File: config.mk
export PLATFORM = sky130hd
export DESIGN_NAME = gmb_cfg
export DESIGN_NICKNAME = d
export VERILOG_FILES = /design/src/hw/rtl/assert_macros.svh /design/src/hw/rtl/gmb_pkg.sv /design/src/hw/rtl/gmb_cfg.sv
export SDC_FILE = /design/constraint.sdc
export NUM_CORES = 1
export LEC_CHECK = 0
export ABC_AREA = 1
export ABC_CLOCK_PERIOD_IN_PS = 1650
export BUFFER_PORTS_ARGS = -buffer_cell sky130_fd_sc_hd__buf_2
export CORE_MARGIN = 1.5
export CORE_UTILIZATION = 30
export CTS_CLUSTER_SIZE = 25
export DETAILED_ROUTE_END_ITERATION = 10
export GPL_ROUTABILITY_DRIVEN = 1
export PLACE_DENSITY = 0.71
export SYNTH_ARGS = -nofsm -noshare
export SYNTH_HDL_FRONTEND = slang
export SYNTH_SLANG_ARGS = --single-unit
File: constraint.sdc
create_clock -name clk -period 1.65 [get_ports clk]
set_clock_uncertainty 0.2 [all_clocks]
set_input_delay 0.0825 -clock clk [delete_from_list [all_inputs] [get_ports clk]]
set_output_delay 0.0825 -clock clk [all_outputs]
set_load 0.01 [all_outputs]
File: src/hw/rtl/assert_macros.svh
// Assertion macros shared by the maze generator RTL.
`ifndef ASSERT_MACROS_SVH
`define ASSERT_MACROS_SVH

// Property checked on every rising clk edge outside reset.
`define ASSERT_CLK(label, prop, msg) \
  label: assert property (@(posedge clk) disable iff (!rst_n) prop) \
    else $error(msg);

// Condition that must never be seen outside reset.
`define ASSERT_NEVER(label, cond, msg) \
  label: assert property (@(posedge clk) disable iff (!rst_n) !(cond)) \
    else $error(msg);

`endif

File: src/hw/rtl/gmb_pkg.sv
// Shared types and constants for the grid maze backtracker.
`default_nettype none

package gmb_pkg;

  // Default grid capacity
  localparam int DEF_MAX_ROWS = 32;
  localparam int DEF_MAX_COLS = 32;

  // Field and register widths
  localparam int CFG_W    = 6;
  localparam int COORD_W  = 5;
  localparam int DEPTH_W  = 11;
  localparam int DIR_W    = 2;
  localparam int OP_W     = 2;
  localparam int NUM_DIRS = 4;

  // APB port
  localparam int ADDR_W = 3;
  localparam int DATA_W = 32;

  // Register reset values
  localparam logic [CFG_W-1:0] ROWS_RST = 6'd10;
  localparam logic [CFG_W-1:0] COLS_RST = 6'd20;

  typedef enum logic [OP_W-1:0] {
    OP_START = 2'd0,
    OP_STEP  = 2'd1,
    OP_READ  = 2'd2
  } gmb_op_t;

  typedef enum logic [DIR_W-1:0] {
    DIR_UP    = 2'd0,
    DIR_RIGHT = 2'd1,
    DIR_DOWN  = 2'd2,
    DIR_LEFT  = 2'd3
  } gmb_dir_t;

  // Input beat
  typedef struct packed {
    logic [OP_W-1:0]    cmd;
    logic [COORD_W-1:0] row;
    logic [COORD_W-1:0] col;
    logic [DIR_W-1:0]   dir;
  } gmb_in_t;

  // Result beat
  typedef struct packed {
    logic               moved;
    logic [COORD_W-1:0] cur_row;
    logic [COORD_W-1:0] cur_col;
    logic               done_res;
    logic               top_wall;
    logic               left_wall;
    logic [DEPTH_W-1:0] stack_depth;
  } gmb_out_t;

  // Controller to datapath commands
  typedef struct packed {
    logic load_in;
    logic clr_start;
    logic clr_step;
    logic seed;
    logic mv_probe;
    logic mv_commit;
    logic scan_start;
    logic scan_step;
    logic pop;
    logic load_top;
    logic rd_cell;
    logic wall_cap;
    logic capture;
  } gmb_cmd_t;

  // Datapath to controller status
  typedef struct packed {
    logic sp_zero;
    logic sp_one;
    logic clr_last;
    logic scan_hit;
    logic scan_end;
  } gmb_sts_t;

endpackage

`default_nettype wire

File: src/hw/rtl/gmb_cfg.sv
// APB register file holding the grid size registers.
`default_nettype none

module gmb_cfg (
  input  logic                        clk,
  input  logic                        rst_n,
  input  logic                        psel,
  input  logic                        penable,
  input  logic                        pwrite,
  input  logic [gmb_pkg::ADDR_W-1:0]  paddr,
  input  logic [gmb_pkg::DATA_W-1:0]  pwdata,
  output logic [gmb_pkg::DATA_W-1:0]  prdata,
  output logic                        pready,
  output logic [gmb_pkg::CFG_W-1:0]   grid_rows,
  output logic [gmb_pkg::CFG_W-1:0]   grid_cols
);
  import gmb_pkg::*;

  // Registers sit on 4-byte strides; bit 2 picks the register
  localparam int   IDX_BIT  = 2;
  localparam logic REG_ROWS = 1'b0;
  localparam logic REG_COLS = 1'b1;

  logic [CFG_W-1:0] rows_r, rows_nxt;
  logic [CFG_W-1:0] cols_r, cols_nxt;
  logic             wr_en;

  assign pready = 1'b1;
  assign wr_en  = psel && penable && pwrite;

  // Write decode
  always_comb begin
    rows_nxt = rows_r;
    cols_nxt = cols_r;
    if (wr_en) begin
      case (paddr[IDX_BIT])
        REG_ROWS: rows_nxt = pwdata[CFG_W-1:0];
        REG_COLS: cols_nxt = pwdata[CFG_W-1:0];
        default:  rows_nxt = rows_r;
      endcase
    end
  end

  always_ff @(posedge clk) begin
    if (!rst_n) begin
      rows_r <= ROWS_RST;
      cols_r <= COLS_RST;
    end else begin
      rows_r <= rows_nxt;
      cols_r <= cols_nxt;
    end
  end

  // Read mux
  always_comb begin
    case (paddr[IDX_BIT])
      REG_ROWS: prdata = {{(DATA_W-CFG_W){1'b0}}, rows_r};
      REG_COLS: prdata = {{(DATA_W-CFG_W){1'b0}}, cols_r};
      default:  prdata = '0;
    endcase
  end

  assign grid_rows = rows_r;
  assign grid_cols = cols_r;

endmodule

`default_nettype wire

==> results of run 1 <==
cell type report:
class	count	area (um^2)
tap	30	37.5
multi-input combinational	96	399
inverter	8	30.0
fill	290	1490
timing repair buffer	41	265
sequential	12	240
clock buffer	4	36.3
sequential cells by signal, indices dropped and copies added, names as in the netlist:
| signal | flops |
|---|---|
| grid_cols | 6 |
| grid_rows | 6 |
power groups by stage:
stage | Combinational, mW | Clock (mW) | Sequential (mW)
2_1_floorplan | 0.129 | 0 | 0.318
3_3_place_gp | 0.127 | 0 | 0.313
3_5_place_dp | 0.129 | 0 | 0.313
4_1_cts | 0.148 | 0.246 | 0.307
5_1_grt | 0.168 | 0.256 | 0.308
6_report | 0.148 | 0.242 | 0.307
layout by cell type, fill, tap and decap left out:
master         count
nand3_2            1
inv_1              6
clkbuf_8           1
clkbuf_4           3
nor2_2             1
inv_2              2
nor2_1            16
nand2_1           37
nor2_4             2
dfxtp_1           12
conb_1            27
nand3_1           12
buf_2             29
dlygate4sd3_1     12
tightest hold or removal path, cell delays in order:
cell and delay [ns]:
buf_2 0.11, nand3_2 0.09, nor2_4 0.06, nor2_1 0.08, nor2_1 0.05
per-stage QoR:
| stage | cells | area [um^2] | power (mW) |
|---|---|---|---|
| after global placement | 175 | 852 | 0.441 |
| after global routing | 191 | 1010 | 0.732 |
| after detailed placement | 175 | 852 | 0.442 |
| after CTS | 191 | 1010 | 0.700 |
| final | 191 | 1010 | 0.696 |
| after floorplan | 146 | 892 | 0.448 |
path summary, 6_finish.rpt:
kind / start / to / slack [ns]
worst max-delay path: rst_n / grid_cols[4]$_SDFFE_PN1P_ / 0.11
worst min-delay path: penable / grid_cols[3]$_SDFFE_PN0P_ / 0.02
worst max register to register: grid_cols[4]$_SDFFE_PN1P_ / grid_cols[4]$_SDFFE_PN1P_ / 0.34
worst min register to register: grid_cols[0]$_SDFFE_PN0P_ / grid_cols[0]$_SDFFE_PN0P_ / 0.30
per-layer routing:
| metal | part of all wire | global-route usage | vias up |
|---|---|---|---|
| met5 | 0 | 0 | - |
| met4 | 0.0073 | 0.0625 | 0 |
| met3 | 0.057 | 0.0328 | 2 |
| met2 | 0.52 | 0.212 | 28 |
| met1 | 0.41 | 0.125 | 331 |
| li1 | - | - | 393 |
logic make-up (layout without fill, tap and decap cells):
logic type,after synthesis,in the layout,share of synthesized area
buf+inv,38,53,0.317
flops,12,12,0.301
other cells,2,27,0.00941
simple gates,69,69,0.373
==> results_dict.tcl, run 1 <==
set metrics [dict create \
    r2r_cells 3 \
    overflow 0 \
    leakagePower_nw 0.559 \
    pwr-share-clk 0.347 \
    synthDistinctLibCells 14 \
    drv_slew 0 \
    rsz0062_at_grt "no" \
    cts_hold_buffers 12 \
    synth_area_um2 798 \
    async_flop_share 0 \
    wl_um 1650 \
    synthTopCellsByArea "dfxtp_1 (30%), buf_4 (25%), nand2_1 (17%), nand3_1 (7.5%), nor2_1 (7.5%)" \
    via_count 754 \
    post-route-period-util 0.935 \
    first_global_vias 576 \
    pwr-share-seq 0.440 \
    p_per_area_mw_per_mm2 690 \
    synth_edf_count 0 \
    crit_cells 4 \
    critPathMostFrequentCell "dlygate4sd3_1" \
    finalCriticalPeriod_ns 1.54 \
    ys_seq_area_frac 0.301 \
    dp_hpwl_um 1160 \
    hold_slack_ns 0.0239 \
    post_cts_resize_count 0 \
    rows 18 \
    peakVddDrop_mv 0.314 \
    min_path_type "in -> reg" \
    num_io_pins 85 \
    place_congestion 0.629 \
    antenna_found_initial 0 \
    setup-violations-final 0 \
    ys_top_cells_by_count "nand2_1 (37), buf_4 (27), nor2_1 (16)" \
    viasPerCell 3.95 \
    final_antenna_net_count 0 \
    power.share.switching 0.297 \
    end_kind "flip-flop" \
    syn_inst 121 \
    synth-seq-cells 12 \
    synth_ff_type "dfxtp_1" \
    setup_ws_ns 0.108 \
    area_growth_pct 26.3 \
    wire_per_inst_um 8.64 \
    cp.buffers_inverters 3 \
    cell_internal_pwr_mw 0.490 \
    clk_latency_ns 0.28 \
    cts-buffers-inserted 3 \
    detail_route.first_pass.iterations 4 \
    path_clk_slew_ns 0.08 \
    grt_pass1_wl_um 2460 \
    cts_root_buf "clkbuf_4" \
    final_core_util 0.403 \
    cpLargestDelayFamily "buffers and inverters" \
    cts_setup_buffers 0 \
    cts_tree "done" \
    path_class "in -> reg" \
    startpoint_type "input pin" \
    hold_violations 0 \
    yosysTopAreaCell "dfxtp_1" \
    grt_usage 0.119 \
    setup_tns_ns 0 \
    status "complete, no violations" \
    drc 0 \
    start_util 0.319 \
    switchingPower_mw 0.207 \
    diodes 0 \
    pwr-share-comb 0.213 \
    fin_nets 202 \
    drt_iter0_markers 7 \
    htree_levels 1 \
    core_area_mm2 0.00250 \
    slowest_delay_ns 0.56 \
    portBuffers 29 \
    die_w_um 54.6 \
    drv_cap 0 \
    path_cells "dlygate4sd3_1 > buf_2 > nand3_1 > dlygate4sd3_1" \
    hold_depth 5 \
    cts_sinks 12 \
    yosysMostFrequentCell "nand2_1" \
    drive_above_1_share 0.242 \
    clock_tree.buffer_depth 2 \
    ys_warn_count 0 \
    dieHeight_um 54.6 \
    avgSynthCellArea_um2 6.60 \
    cp_max_fo 12 \
    fmax_mhz 649 \
    cp.arrival_ns 1.51 \
    post-place-ws_ns 0.468 \
    netlist.area_leader.share 0.301 \
    grt_max_degree 14 \
    slowest_stage "dlygate4sd3_1" \
    die_area_mm2 0.00298 \
    cp_data_required_time_ns 1.62 \
]
Power figures use the tool's default switching activity.
==> inputs of run 2 (changes only) <==
--- a/config.mk
+++ b/config.mk
@@ -8,12 +8,14 @@
 export ABC_AREA = 1
 export ABC_CLOCK_PERIOD_IN_PS = 1650
 export BUFFER_PORTS_ARGS = -buffer_cell sky130_fd_sc_hd__buf_2
+export CAP_MARGIN = 20
 export CORE_MARGIN = 1.5
-export CORE_UTILIZATION = 30
+export CORE_UTILIZATION = 37
 export CTS_CLUSTER_SIZE = 25
 export DETAILED_ROUTE_END_ITERATION = 10
 export GPL_ROUTABILITY_DRIVEN = 1
-export PLACE_DENSITY = 0.71
+export GPL_TIMING_DRIVEN = 1
+export PLACE_DENSITY = 0.85
 export SYNTH_ARGS = -nofsm -noshare
 export SYNTH_HDL_FRONTEND = slang
 export SYNTH_SLANG_ARGS = --single-unit
==> run 2 against run 1 <==
Register-to-register slack worse by 0.03 ns. Design area down 1.7%. Cell count down 2.1%. Utilization up 9.2 points. Clock-buffer cell count down 1. Via count down 1.9%. Fmax down 2.2%. Setup slack worse by 0.035 ns. Sequential share of layout area up 0.42 points. Worst hold slack better by 0.013 ns. Critical path type unchanged. Critical endpoint is now grid_rows[1]$_SDFFE_PN1P_.
==> results_dict.tcl, run 2 (synthesis results as in run 1) <==
set metrics [dict create \
    finalCriticalPeriod_ns 1.58 \
    rows 16 \
    htree_levels 1 \
    diodes 0 \
    cts_sinks 12 \
    dieHeight_um 49.5 \
    wl_um 1670 \
    cp_data_required_time_ns 1.60 \
    die_area_mm2 0.00245 \
    cts-buffers-inserted 3 \
    final_cell_mix "nand2_1 (37), buf_2 (29), conb_1 (27), nor2_1 (16)" \
    leakagePower_nw 0.552 \
    dp_hpwl_um 1160 \
    wire_per_inst_um 8.95 \
    drt_iter0_markers 13 \
    end_kind "flip-flop" \
    overflow 0 \
    clock_tree.buffer_depth 2 \
    rsz0062_at_grt "no" \
    detail_route.first_pass.iterations 4 \
    clk_latency_ns 0.27 \
    fin_nets 202 \
    post-route-period-util 0.955 \
    viasPerCell 3.96 \
    peakVddDrop_mv 0.246 \
    layout.cells.most_common "nand2_1" \
    final_area_um2 991 \
    die_w_um 49.5 \
    grt_pass1_wl_um 2840 \
    portBuffers 29 \
    final_antenna_net_count 0 \
    core_area_mm2 0.00200 \
    hold_violations 0 \
    dpl-instance-area_um2 848 \
    finalNonFillerCells 187 \
    status "complete, no violations" \
    grt_usage 0.148 \
    cp.arrival_ns 1.53 \
    first_global_vias 677 \
    via_count 740 \
    fmax_mhz 634 \
    cts_tree "done" \
    num_io_pins 85 \
    start_util 0.399 \
    final_core_util 0.495 \
    place_congestion 0.683 \
    post-place-ws_ns 0.493 \
    p_per_area_mw_per_mm2 640 \
    path_class "in -> reg" \
    setup_ws_ns 0.0735 \
    setup_tns_ns 0 \
    placedCellCount 172 \
    drive_above_1_share 0.238 \
    cp_max_fo 12 \
    area_growth_pct 24.1 \
    antenna_found_initial 0 \
    cts_root_buf "clkbuf_4" \
    startpoint_type "input pin" \
    min_path_type "in -> reg" \
    path_clk_slew_ns 0.07 \
    grt_max_degree 14 \
    drv_cap 0 \
    drc 0 \
    drv_slew 0 \
    setup-violations-final 0 \
]
run 2: final cells by class:
cell class	instances	area, um^2
fillers	220	1010
multi-input cells	96	399
repair buffers	41	265
flip-flops and latches	12	240
well taps	27	33.8
inverters	8	30.0
clock buffers	3	22.5
run 2: report_power, final:
| group | switching [mW] | internal [mW] | leakage (nW) |
|---|---|---|---|
| sequential | 0.00673 | 0.300 | 0.0977 |
| clock | 0.0947 | 0.0843 | 0.0138 |
| combinational | 0.0927 | 0.0558 | 0.440 |
run 2: final timing paths:
path / start / to / slack (ns) / cells after the start
worst min-delay path: penable / grid_cols[5]$_SDFFE_PN0P_ / 0.04 / 5
worst min register to register: grid_cols[5]$_SDFFE_PN0P_ / grid_cols[5]$_SDFFE_PN0P_ / 0.30 / 2
worst max-delay path: rst_n / grid_rows[1]$_SDFFE_PN1P_ / 0.07 / 4
worst max register to register: grid_rows[1]$_SDFFE_PN1P_ / grid_rows[1]$_SDFFE_PN1P_ / 0.31 / 3
run 2: metal layers:
metal  vias up  global-route usage  share of wire
li1        393                   -              -
met1       316               0.175           0.44
met2        31               0.264           0.49
met3         0              0.0364          0.070
met4         0              0.0417              0
met5         -                   0              0
run 2: worst max-delay path: stages:
cell and delay [ns]:
dlygate4sd3_1 0.52, buf_2 0.23, nand3_1 0.11, dlygate4sd3_1 0.58
run 2: timing repair:
action | 4_1_cts | 5_1_grt
buffers inserted | 0 | 0
hold endpoints to repair | 12 | 0
hold buffers | 12 | 0
gates resized for setup | 0 | 0
run 2: metrics by stage:
stage                     total power, mW  hold WS, ns
final                               0.634       0.0366
after global routing                0.674       0.0668
after CTS                           0.637       0.0329
after detailed placement            0.441        0.125
after global placement              0.439        0.119
after floorplan                     0.448      0.00322
