[src/hw/rtl/assert_macros.svh]
// Assertion macros shared by the maze generator RTL.
`ifndef ASSERT_MACROS_SVH
`define ASSERT_MACROS_SVH

// Property checked on every rising clk edge outside reset.
`define ASSERT_CLK(label, prop, msg) \
  label: assert property (@(posedge clk) disable iff (!rst_n) prop) \
    else $error(msg);

// Condition that must never be seen outside reset.
`define ASSERT_NEVER(label, cond, msg) \
  label: assert property (@(posedge clk) disable iff (!rst_n) !(cond)) \
    else $error(msg);

`endif

[src/hw/rtl/gmb_pkg.sv]
// Shared types and constants for the grid maze backtracker.
`default_nettype none

package gmb_pkg;

  // Default grid capacity
  localparam int DEF_MAX_ROWS = 32;
  localparam int DEF_MAX_COLS = 32;

  // Field and register widths
  localparam int CFG_W    = 6;
  localparam int COORD_W  = 5;
  localparam int DEPTH_W  = 11;
  localparam int DIR_W    = 2;
  localparam int OP_W     = 2;
  localparam int NUM_DIRS = 4;

  // APB port
  localparam int ADDR_W = 3;
  localparam int DATA_W = 32;

  // Register reset values
  localparam logic [CFG_W-1:0] ROWS_RST = 6'd10;
  localparam logic [CFG_W-1:0] COLS_RST = 6'd20;

  typedef enum logic [OP_W-1:0] {
    OP_START = 2'd0,
    OP_STEP  = 2'd1,
    OP_READ  = 2'd2
  } gmb_op_t;

  typedef enum logic [DIR_W-1:0] {
    DIR_UP    = 2'd0,
    DIR_RIGHT = 2'd1,
    DIR_DOWN  = 2'd2,
    DIR_LEFT  = 2'd3
  } gmb_dir_t;

  // Input beat
  typedef struct packed {
    logic [OP_W-1:0]    cmd;
    logic [COORD_W-1:0] row;
    logic [COORD_W-1:0] col;
    logic [DIR_W-1:0]   dir;
  } gmb_in_t;

  // Result beat
  typedef struct packed {
    logic               moved;
    logic [COORD_W-1:0] cur_row;
    logic [COORD_W-1:0] cur_col;
    logic               done_res;
    logic               top_wall;
    logic               left_wall;
    logic [DEPTH_W-1:0] stack_depth;
  } gmb_out_t;

  // Controller to datapath commands
  typedef struct packed {
    logic load_in;
    logic clr_start;
    logic clr_step;
    logic seed;
    logic mv_probe;
    logic mv_commit;
    logic scan_start;
    logic scan_step;
    logic pop;
    logic load_top;
    logic rd_cell;
    logic wall_cap;
    logic capture;
  } gmb_cmd_t;

  // Datapath to controller status
  typedef struct packed {
    logic sp_zero;
    logic sp_one;
    logic clr_last;
    logic scan_hit;
    logic scan_end;
  } gmb_sts_t;

endpackage

`default_nettype wire

[src/hw/rtl/gmb_ctrl.sv]
// Controller state machine sequencing clear, move, backtrack and read.
`default_nettype none
`include "assert_macros.svh"

module gmb_ctrl (
  input  logic                     clk,
  input  logic                     rst_n,
  input  logic                     start,
  input  logic [gmb_pkg::OP_W-1:0] op,
  output logic                     busy,
  output logic                     out_valid,
  output gmb_pkg::gmb_cmd_t        dp_cmd,
  input  gmb_pkg::gmb_sts_t        dp_sts
);
  import gmb_pkg::*;

  typedef enum logic [3:0] {
    ST_IDLE,
    ST_CLEAR,
    ST_SEED,
    ST_MV_PROBE,
    ST_MV_COMMIT,
    ST_SCAN,
    ST_POP,
    ST_LOAD,
    ST_RD_CELL,
    ST_RD_CAP,
    ST_FIN
  } state_t;

  state_t state_r, state_nxt;
  logic   seed_r, seed_nxt;
  logic   out_valid_r, out_valid_nxt;

  // Next state and datapath commands
  always_comb begin
    state_nxt     = state_r;
    seed_nxt      = seed_r;
    out_valid_nxt = 1'b0;
    dp_cmd        = '0;
    case (state_r)
      ST_IDLE: begin
        if (start) begin
          dp_cmd.load_in = 1'b1;
          case (gmb_op_t'(op))
            OP_START: begin
              dp_cmd.clr_start = 1'b1;
              seed_nxt         = 1'b1;
              state_nxt        = ST_CLEAR;
            end
            OP_STEP:  state_nxt = dp_sts.sp_zero ? ST_FIN : ST_MV_PROBE;
            OP_READ:  state_nxt = ST_RD_CELL;
            default:  state_nxt = ST_FIN;
          endcase
        end
      end
      // One cell a cycle; after reset the sweep ends in idle
      ST_CLEAR: begin
        dp_cmd.clr_step = 1'b1;
        if (dp_sts.clr_last) state_nxt = seed_r ? ST_SEED : ST_IDLE;
      end
      ST_SEED: begin
        dp_cmd.seed       = 1'b1;
        dp_cmd.scan_start = 1'b1;
        seed_nxt          = 1'b0;
        state_nxt         = ST_SCAN;
      end
      ST_MV_PROBE: begin
        dp_cmd.mv_probe = 1'b1;
        state_nxt       = ST_MV_COMMIT;
      end
      ST_MV_COMMIT: begin
        dp_cmd.mv_commit  = 1'b1;
        dp_cmd.scan_start = 1'b1;
        state_nxt         = ST_SCAN;
      end
      // Look for an unvisited neighbor of the stack top
      ST_SCAN: begin
        dp_cmd.scan_step = 1'b1;
        if (dp_sts.scan_hit)      state_nxt = ST_FIN;
        else if (dp_sts.scan_end) state_nxt = ST_POP;
      end
      ST_POP: begin
        dp_cmd.pop = 1'b1;
        state_nxt  = dp_sts.sp_one ? ST_FIN : ST_LOAD;
      end
      ST_LOAD: begin
        dp_cmd.load_top   = 1'b1;
        dp_cmd.scan_start = 1'b1;
        state_nxt         = ST_SCAN;
      end
      ST_RD_CELL: begin
        dp_cmd.rd_cell = 1'b1;
        state_nxt      = ST_RD_CAP;
      end
      ST_RD_CAP: begin
        dp_cmd.wall_cap = 1'b1;
        state_nxt       = ST_FIN;
      end
      ST_FIN: begin
        dp_cmd.capture = 1'b1;
        out_valid_nxt  = 1'b1;
        state_nxt      = ST_IDLE;
      end
      default: state_nxt = ST_IDLE;
    endcase
  end

  // Reset starts the clearing sweep
  always_ff @(posedge clk) begin
    if (!rst_n) begin
      state_r     <= ST_CLEAR;
      seed_r      <= 1'b0;
      out_valid_r <= 1'b0;
    end else begin
      state_r     <= state_nxt;
      seed_r      <= seed_nxt;
      out_valid_r <= out_valid_nxt;
    end
  end

  assign busy      = (state_r != ST_IDLE);
  assign out_valid = out_valid_r;

  `ASSERT_CLK(a_strobe_pulse, out_valid_r |=> !out_valid_r, "result strobe longer than one cycle")
  `ASSERT_CLK(a_accept_busy, (start && !busy) |=> busy, "accepted beat did not raise busy")
  `ASSERT_CLK(a_strobe_idle, out_valid_r |-> !busy, "result strobe while still busy")

endmodule

`default_nettype wire
[config.mk]
export PLATFORM = sky130hd
export DESIGN_NAME = gmb_ctrl
export DESIGN_NICKNAME = d
export VERILOG_FILES = /design/src/hw/rtl/gmb_pkg.sv /design/src/hw/rtl/gmb_ctrl.sv
export VERILOG_INCLUDE_DIRS = /design/src /design/src/hw/rtl
export SDC_FILE = /design/constraint.sdc
export NUM_CORES = 1
export LEC_CHECK = 0
export BUFFER_PORTS_ARGS = -buffer_cell sky130_fd_sc_hd__buf_2
export CAP_MARGIN = 20
export CORE_AREA = 2 2 39 41
export CTS_CLUSTER_DIAMETER = 50
export DETAILED_ROUTE_END_ITERATION = 8
export DIE_AREA = 0 0 41 43
export PLACE_DENSITY = 0.8
export SETUP_SLACK_MARGIN = 0.05
export SKIP_LAST_GASP = 1
export SLEW_MARGIN = 20
export SYNTH_ARGS = -nofsm -noshare
export SYNTH_HDL_FRONTEND = slang
export SYNTH_SLANG_ARGS = --single-unit
[constraint.sdc]
create_clock -name clk -period 1.49 [get_ports clk]
set_input_delay 0.298 -clock clk [delete_from_list [all_inputs] [get_ports clk]]
set_output_delay 0.298 -clock clk [all_outputs]
set_load 0.02 [all_outputs]
==> results of run 1 <==
==> layer usage <==
metal  GRT usage [%]  vias up  share of wire (%)
li1                -      375                  -
met1            32.5      405                 32
met2            43.1      103                 49
met3            3.14       37                 11
met4            12.7        0                8.2
met5               0        -                  0
==> power by group through the flow <==
stage,sequential (mW),combinational (mW),clock (mW)
after floorplan,0.188,0.267,0
after global placement,0.193,0.360,0
after detailed placement,0.195,0.367,0
after CTS,0.198,0.532,0.157
after global routing,0.206,0.846,0.165
final,0.208,0.808,0.159
==> synth_stat cells, types with 2 or more instances <==
| master | n |
|---|---|
| a21oi_1 | 4 |
| and2_1 | 2 |
| buf_2 | 3 |
| clkbuf_1 | 2 |
| dfxtp_1 | 6 |
| inv_1 | 3 |
| nand2_1 | 4 |
| nand2b_1 | 4 |
| nor2_1 | 5 |
| nor3_1 | 6 |
| nor4b_1 | 3 |
| o21ai_0 | 2 |
==> repair_timing <==
item	CTS	global route
setup endpoints to repair	14	18
cloned	1	0
pin swaps	5	13
setup buffers	18	12
hold buffers	0	0
resized for setup	33	40
==> worst max-delay path by stage <==
| stage | startpoint | endpoint | slack (ps) |
|---|---|---|---|
| 6_report | state_r[3] | dp_cmd[11] | -320 |
| 5_1_grt | state_r[3] | dp_cmd[11] | -380 |
| 4_1_cts | state_r[3] | dp_cmd[11] | -290 |
| 3_5_place_dp | state_r[1] | dp_cmd[11] | -40 |
| 3_3_place_gp | state_r[1] | dp_cmd[11] | -20 |
| 2_1_floorplan | state_r[1] | dp_cmd[11] | -140 |
==> state kept, by name (all words and copies together) (netlist names) <==
name / count
seed_r: 1
out_valid: 1
state_r: 4
==> final cells by class <==
cell class	count	area, um2
tap	16	20.0
timing repair buffer	61	527
multi-input combinational	53	543
inverter	4	15.0
fill	59	129
clock buffer	3	22.5
sequential	6	128
==> cells by family after synthesis <==
group           Yosys count
simple gates             33
compound gates           18
mux                       1
flops                     6
buf+inv                  12
xor+xnor                  1
==> worst max-delay path: cells and delay by family, from the launching register on <==
kind,cells,cell delay (ps)
AND/OR/NAND/NOR,2,760
flip-flops,1,330
buffers and inverters,1,180
==> metrics by stage <==
stage / setup TNS [ps] / hold WS (ps) / area [um2] / worst slack (ps)
6_report: -3250 / 338 / 1250 / -325
3_5_place_dp: -36.3 / 450 / 716 / -36.3
5_1_grt: -3930 / 353 / 1250 / -378
4_1_cts: -2050 / 281 / 986 / -289
3_3_place_gp: -21.5 / 449 / 716 / -21.5
2_1_floorplan: -262 / 376 / 561 / -137
==> impl_metrics.tcl, run 1 <==
set metrics [dict create \
    finClkSkew_ps 5.86 \
    via_per_inst 6.43 \
    core_area_um2 1380 \
    start_util_pct 38.6 \
    syn_to_final_growth_pct 135 \
    layout_commonest_cell "buf_4" \
    synth_nets 81 \
    synth_mux_area_share_pct 2.11 \
    timing.rr.end "state_r[3]" \
    drt_iter0_markers 28 \
    crit_fanout 3 \
    outcome "complete, but fails checks" \
    worst_slack_ps -325 \
    vias 920 \
    drv_slew 0 \
    synthCells 71 \
    crit_chain "or4_4 > nor4_4 > buf_4" \
    r2r_setup_slack_ps -140 \
    power.leakage_nw 0.556 \
    gp_congestion 0.844 \
    critical_path_class "flip-flop to primary output" \
    max_slew_margin_pct 72.9 \
    synth_top_family_by_area "simple AND/OR/NAND/NOR gates" \
    instances_no_fill 143 \
    avgSynthCellArea_um2 7.52 \
    synth_area_leaders "dfxtp_1 (22%), nor3_1 (5.6%), nor4b_1 (4.9%), nand2b_1 (4.7%), a21oi_1 (3.7%)" \
    cts-root-buf "clkbuf_4" \
    numCtsBuffers 3 \
    tritoncts "built" \
    drt_wl_total_um 3050 \
    hp-class "input port to flip-flop" \
    fmax_ghz 0.551 \
    slowest_stage "or4_4" \
    mostFrequentLayoutCells "buf_4 (28), buf_6 (17), buf_2 (12), nor3_4 (4)" \
    grt_first_pass_wirelength_um 3160 \
    dr.pass1.iters 4 \
    grt_max_degree 17 \
    synth_top_area_cell "dfxtp_1" \
    maxCapViolCount 0 \
    fin_crit_ps 1810 \
    final_nets 139 \
    postRouteAntennaNets 0 \
    crit_required_ps 1190 \
    ys_seq_area_share_pct 22.5 \
    seq_power_share_pct 17.7 \
    p_switching_mw 0.486 \
    synth_compound_area_share_pct 24.8 \
    violations "setup timing" \
    dieHeight_um 43 \
    antenna_cells 0 \
    grt_pass1_vias 724 \
    timing.rr.start "state_r[3]" \
    synth_cell_types 39 \
    p_comb_share_pct 68.8 \
    grt_antenna_before_repair 0 \
    worst_setup_path_end_kind "primary output" \
    whs_path_depth 2 \
    switching_share_pct 41.4 \
    synth.ff_latch_count 6 \
    finalSetupViolCount 18 \
    intPower_mw 0.688 \
    remaining_drc_errors 0 \
    tightest_slew_ps 403 \
    hold_end "state_r[0]" \
    vdd_drop_max_uv 656 \
    synthSimpleGateAreaFrac_pct 37.7 \
    utilization_pct 90.7 \
    dieArea_um2 1760 \
    clk_latency_ps 250 \
    port_buffers 24 \
    htreeDepth 1 \
    cts.sinks 6 \
    ys_warn_count 0 \
    drive_gt1_share_pct 73.2 \
    netlist_area_um2 534 \
    report.power.total_mw 1.17 \
    pwr-share-clk_pct 13.5 \
    pin_count 25 \
    start_kind "flip-flop" \
    max-clock-path-buffers 2 \
    p_per_area_nw_per_um2 935 \
    ys.flop_type "dfxtp_1" \
    r2r_cells 7 \
    wl_per_cell_um 21.3 \
    synth_edf_count 0 \
    grt.total_usage_pct 26.5 \
    fp-row-count 14 \
    rsz0062_at_grt "yes" \
    die_x_um 41 \
    dp_hpwl_um 1060 \
    fin_crit_sh_pct 122 \
    min-delay-start "rst_n" \
    yosys.area_share.adder_pct 0 \
    synth_xor_area_share_pct 1.64 \
    arrival_ps 1520 \
    slowest_delay_ps 590 \
    async_reset_ff_share_pct 0 \
    grt-ovfl-total 0 \
    hold_viol_final 0 \
    clkTransAtPathRegs_ps 50 \
    place_inst 111 \
    netlist.area_leader.share_pct 22.5 \
]
Power figures use the tool's default switching activity.
==> inputs of run 2 (changes only) <==
--- a/config.mk
+++ b/config.mk
@@ -6,13 +6,14 @@
 export SDC_FILE = /design/constraint.sdc
 export NUM_CORES = 1
 export LEC_CHECK = 0
+export ABC_AREA = 1
 export BUFFER_PORTS_ARGS = -buffer_cell sky130_fd_sc_hd__buf_2
 export CAP_MARGIN = 20
 export CORE_AREA = 2 2 39 41
 export CTS_CLUSTER_DIAMETER = 50
 export DETAILED_ROUTE_END_ITERATION = 8
 export DIE_AREA = 0 0 41 43
-export PLACE_DENSITY = 0.8
+export PLACE_DENSITY = 0.76
 export SETUP_SLACK_MARGIN = 0.05
 export SKIP_LAST_GASP = 1
 export SLEW_MARGIN = 20
==> run 2 against run 1 <==
Against the previous run:
- the run now ends clean
- fmax increased by 22%
- global-route usage decreased by 7.8 points
- die area unchanged
- highest routed layer unchanged
==> impl_metrics.tcl, run 2 <==
set metrics [dict create \
    ys_seq_area_share_pct 25.0 \
    synth_nets 97 \
    htreeDepth 1 \
    synth_area_leaders "dfxtp_1 (25%), nand2_1 (16%), inv_1 (13%), nor2_1 (13%), nor2_2 (6.5%)" \
    synthCells 87 \
    dieHeight_um 43 \
    grt_max_degree 7 \
    synth.most_common_cell "nand2_1" \
    arrival_ps 1190 \
    cts_hold_buf 0 \
    synthSimpleGateAreaFrac_pct 54.2 \
    synth_common_cells "nand2_1 (21), inv_1 (17), nor2_1 (17), dfxtp_1 (6), nor2_2 (5)" \
    async_reset_ff_share_pct 0 \
    fin_crit_ps 1490 \
    clkTransAtPathRegs_ps 50 \
    wl_per_cell_um 12.3 \
    timing.rr.start "state_r[3]" \
    endpoint "dp_cmd[6]" \
    die_x_um 41 \
    largest_reg_flops 4 \
    synth_cell_types 17 \
    fmax_ghz 0.672 \
    synth_xor_area_share_pct 0 \
    synth_mux_area_share_pct 0 \
    timing.rr.end "state_r[0]" \
    crit_fanout 6 \
    dieArea_um2 1760 \
    gp_congestion 0.795 \
    final_nets 136 \
    synth_edf_count 0 \
    max-clock-path-buffers 2 \
    worst_slack_ps 2.27 \
    preCtsSetupSlack_ps 142 \
    finClkSkew_ps 4.75 \
    mostFrequentLayoutCells "nand2_1 (18), buf_4 (17), buf_2 (14), inv_1 (13), nor2_1 (13)" \
    cts.sinks 6 \
    fill_cells 133 \
    antenna_cells 0 \
    r2r_setup_slack_ps 200 \
    grt_pass1_vias 567 \
    ys.flop_type "dfxtp_1" \
    netlist.area_leader.share_pct 25.0 \
    hold_viol_final 0 \
    regMostFlops "state_r" \
    outcome "finished, final reports clean" \
    avgSynthCellArea_um2 5.52 \
    postRouteAntennaNets 0 \
    synth_top_family_by_area "simple AND/OR/NAND/NOR gates" \
    via_per_inst 4.76 \
    power.leakage_nw 0.478 \
    vdd_drop_max_uv 853 \
    numCtsBuffers 3 \
    yosys.area_share.adder_pct 0 \
    tritoncts "built" \
    grt.total_usage_pct 18.7 \
    ys_warn_count 0 \
    fin_crit_sh_pct 99.8 \
    dr.pass1.iters 3 \
    start_util_pct 34.7 \
    core_area_um2 1380 \
    synth_compound_area_share_pct 5.21 \
    remaining_drc_errors 0 \
    crit_start "state_r[0]" \
    netlist_area_um2 480 \
    pin_count 25 \
    syn_to_final_growth_pct 71.4 \
    critical_path_class "flip-flop to primary output" \
    drt_wl_total_um 1730 \
    finalSetupViolCount 0 \
    drv_slew 0 \
    port_buffers 24 \
    tightest_slew_ps 249 \
    fp-row-count 14 \
    dp_hpwl_um 1070 \
    drt_iter0_markers 12 \
    r2r_cells 10 \
    p_per_area_nw_per_um2 1480 \
    synth.ff_latch_count 6 \
    drive_gt1_share_pct 53.2 \
    hp-class "input port to flip-flop" \
    holdWs_ps 319 \
    rsz0062_at_grt "yes" \
    synth_top_area_cell "dfxtp_1" \
    crit_required_ps 1190 \
    maxCapViolCount 0 \
    cts-root-buf "clkbuf_4" \
    vias 667 \
    clk_latency_ps 240 \
    start_kind "flip-flop" \
    layout_commonest_cell "nand2_1" \
    grt-ovfl-total 0 \
    grt_antenna_before_repair 0 \
    worst_setup_path_end_kind "primary output" \
    grt_first_pass_wirelength_um 2260 \
    max_slew_margin_pct 83.4 \
]
run 2: area by class of cell:
class,count,area (um2),area share [%]
Timing Repair Buffer,35,243,29.5
Clock buffer,3,22.5,2.74
Multi-Input combinational cell,62,335,40.7
Tap cell,16,20.0,2.43
Inverter,18,67.6,8.21
Sequential cell,6,135,16.4
run 2: metrics by stage:
| stage | cell area, um2 | setup TNS (ps) | instances | total power, mW | utilization (%) |
|---|---|---|---|---|---|
| floorplan | 480 | 0 | 87 | 0.614 | - |
| global placement | 613 | 0 | 126 | 0.740 | 44.3 |
| detailed placement | 613 | 0 | 126 | 0.754 | 44.3 |
| CTS | 738 | 0 | 135 | 1.07 | 53.3 |
| global route | 823 | -69.8 | 140 | 1.30 | 59.5 |
| finish | 823 | 0 | 140 | 1.22 | 59.5 |
run 2: cells by family after synthesis:
family,Yosys count
AND/OR/NAND/NOR,57
buffers and inverters,19
flip-flops,6
AO/OA/AOI/OAI,5
run 2: worst min path at each step:
| stage | from | end | slack [ps] | cells past startpoint |
|---|---|---|---|---|
| 3_3_place_gp | seed_r | seed_r | 490 | 2 |
| 6_report | rst_n | seed_r | 320 | 3 |
| 2_1_floorplan | rst_n | seed_r | 440 | 2 |
| 3_5_place_dp | seed_r | seed_r | 510 | 2 |
| 4_1_cts | rst_n | seed_r | 310 | 3 |
| 5_1_grt | rst_n | seed_r | 350 | 3 |
run 2: metal layers:
metal | track usage [%] | up-vias | wire [um] | part of all wire [%]
met5 | 0 | - | 0 | 0
met4 | 8.00 | 0 | 10 | 0.58
met3 | 3.14 | 2 | 53 | 3.1
met2 | 31.3 | 17 | 974 | 56
met1 | 22.1 | 311 | 688 | 40
li1 | - | 337 | - | -
run 2: worst max-delay path, stage by stage (launching register included):
cell     delay, ps
dfxtp_4        370
buf_4          140
nor2_4         100
nand2_2        100
nand3_2        120
buf_6          120
run 2: what timing repair did:
action | in CTS | in global routing
gates cloned | 0 | 0
buffers inserted | 6 | 5
resized for setup | 22 | 18
pin swaps | 6 | 4
endpoints found under the setup margin | 9 | 10
run 2: where the power goes:
part	internal (mW)	switching, mW
Clock	0.0909	0.0549
Sequential	0.206	0.0654
Combinational	0.353	0.445
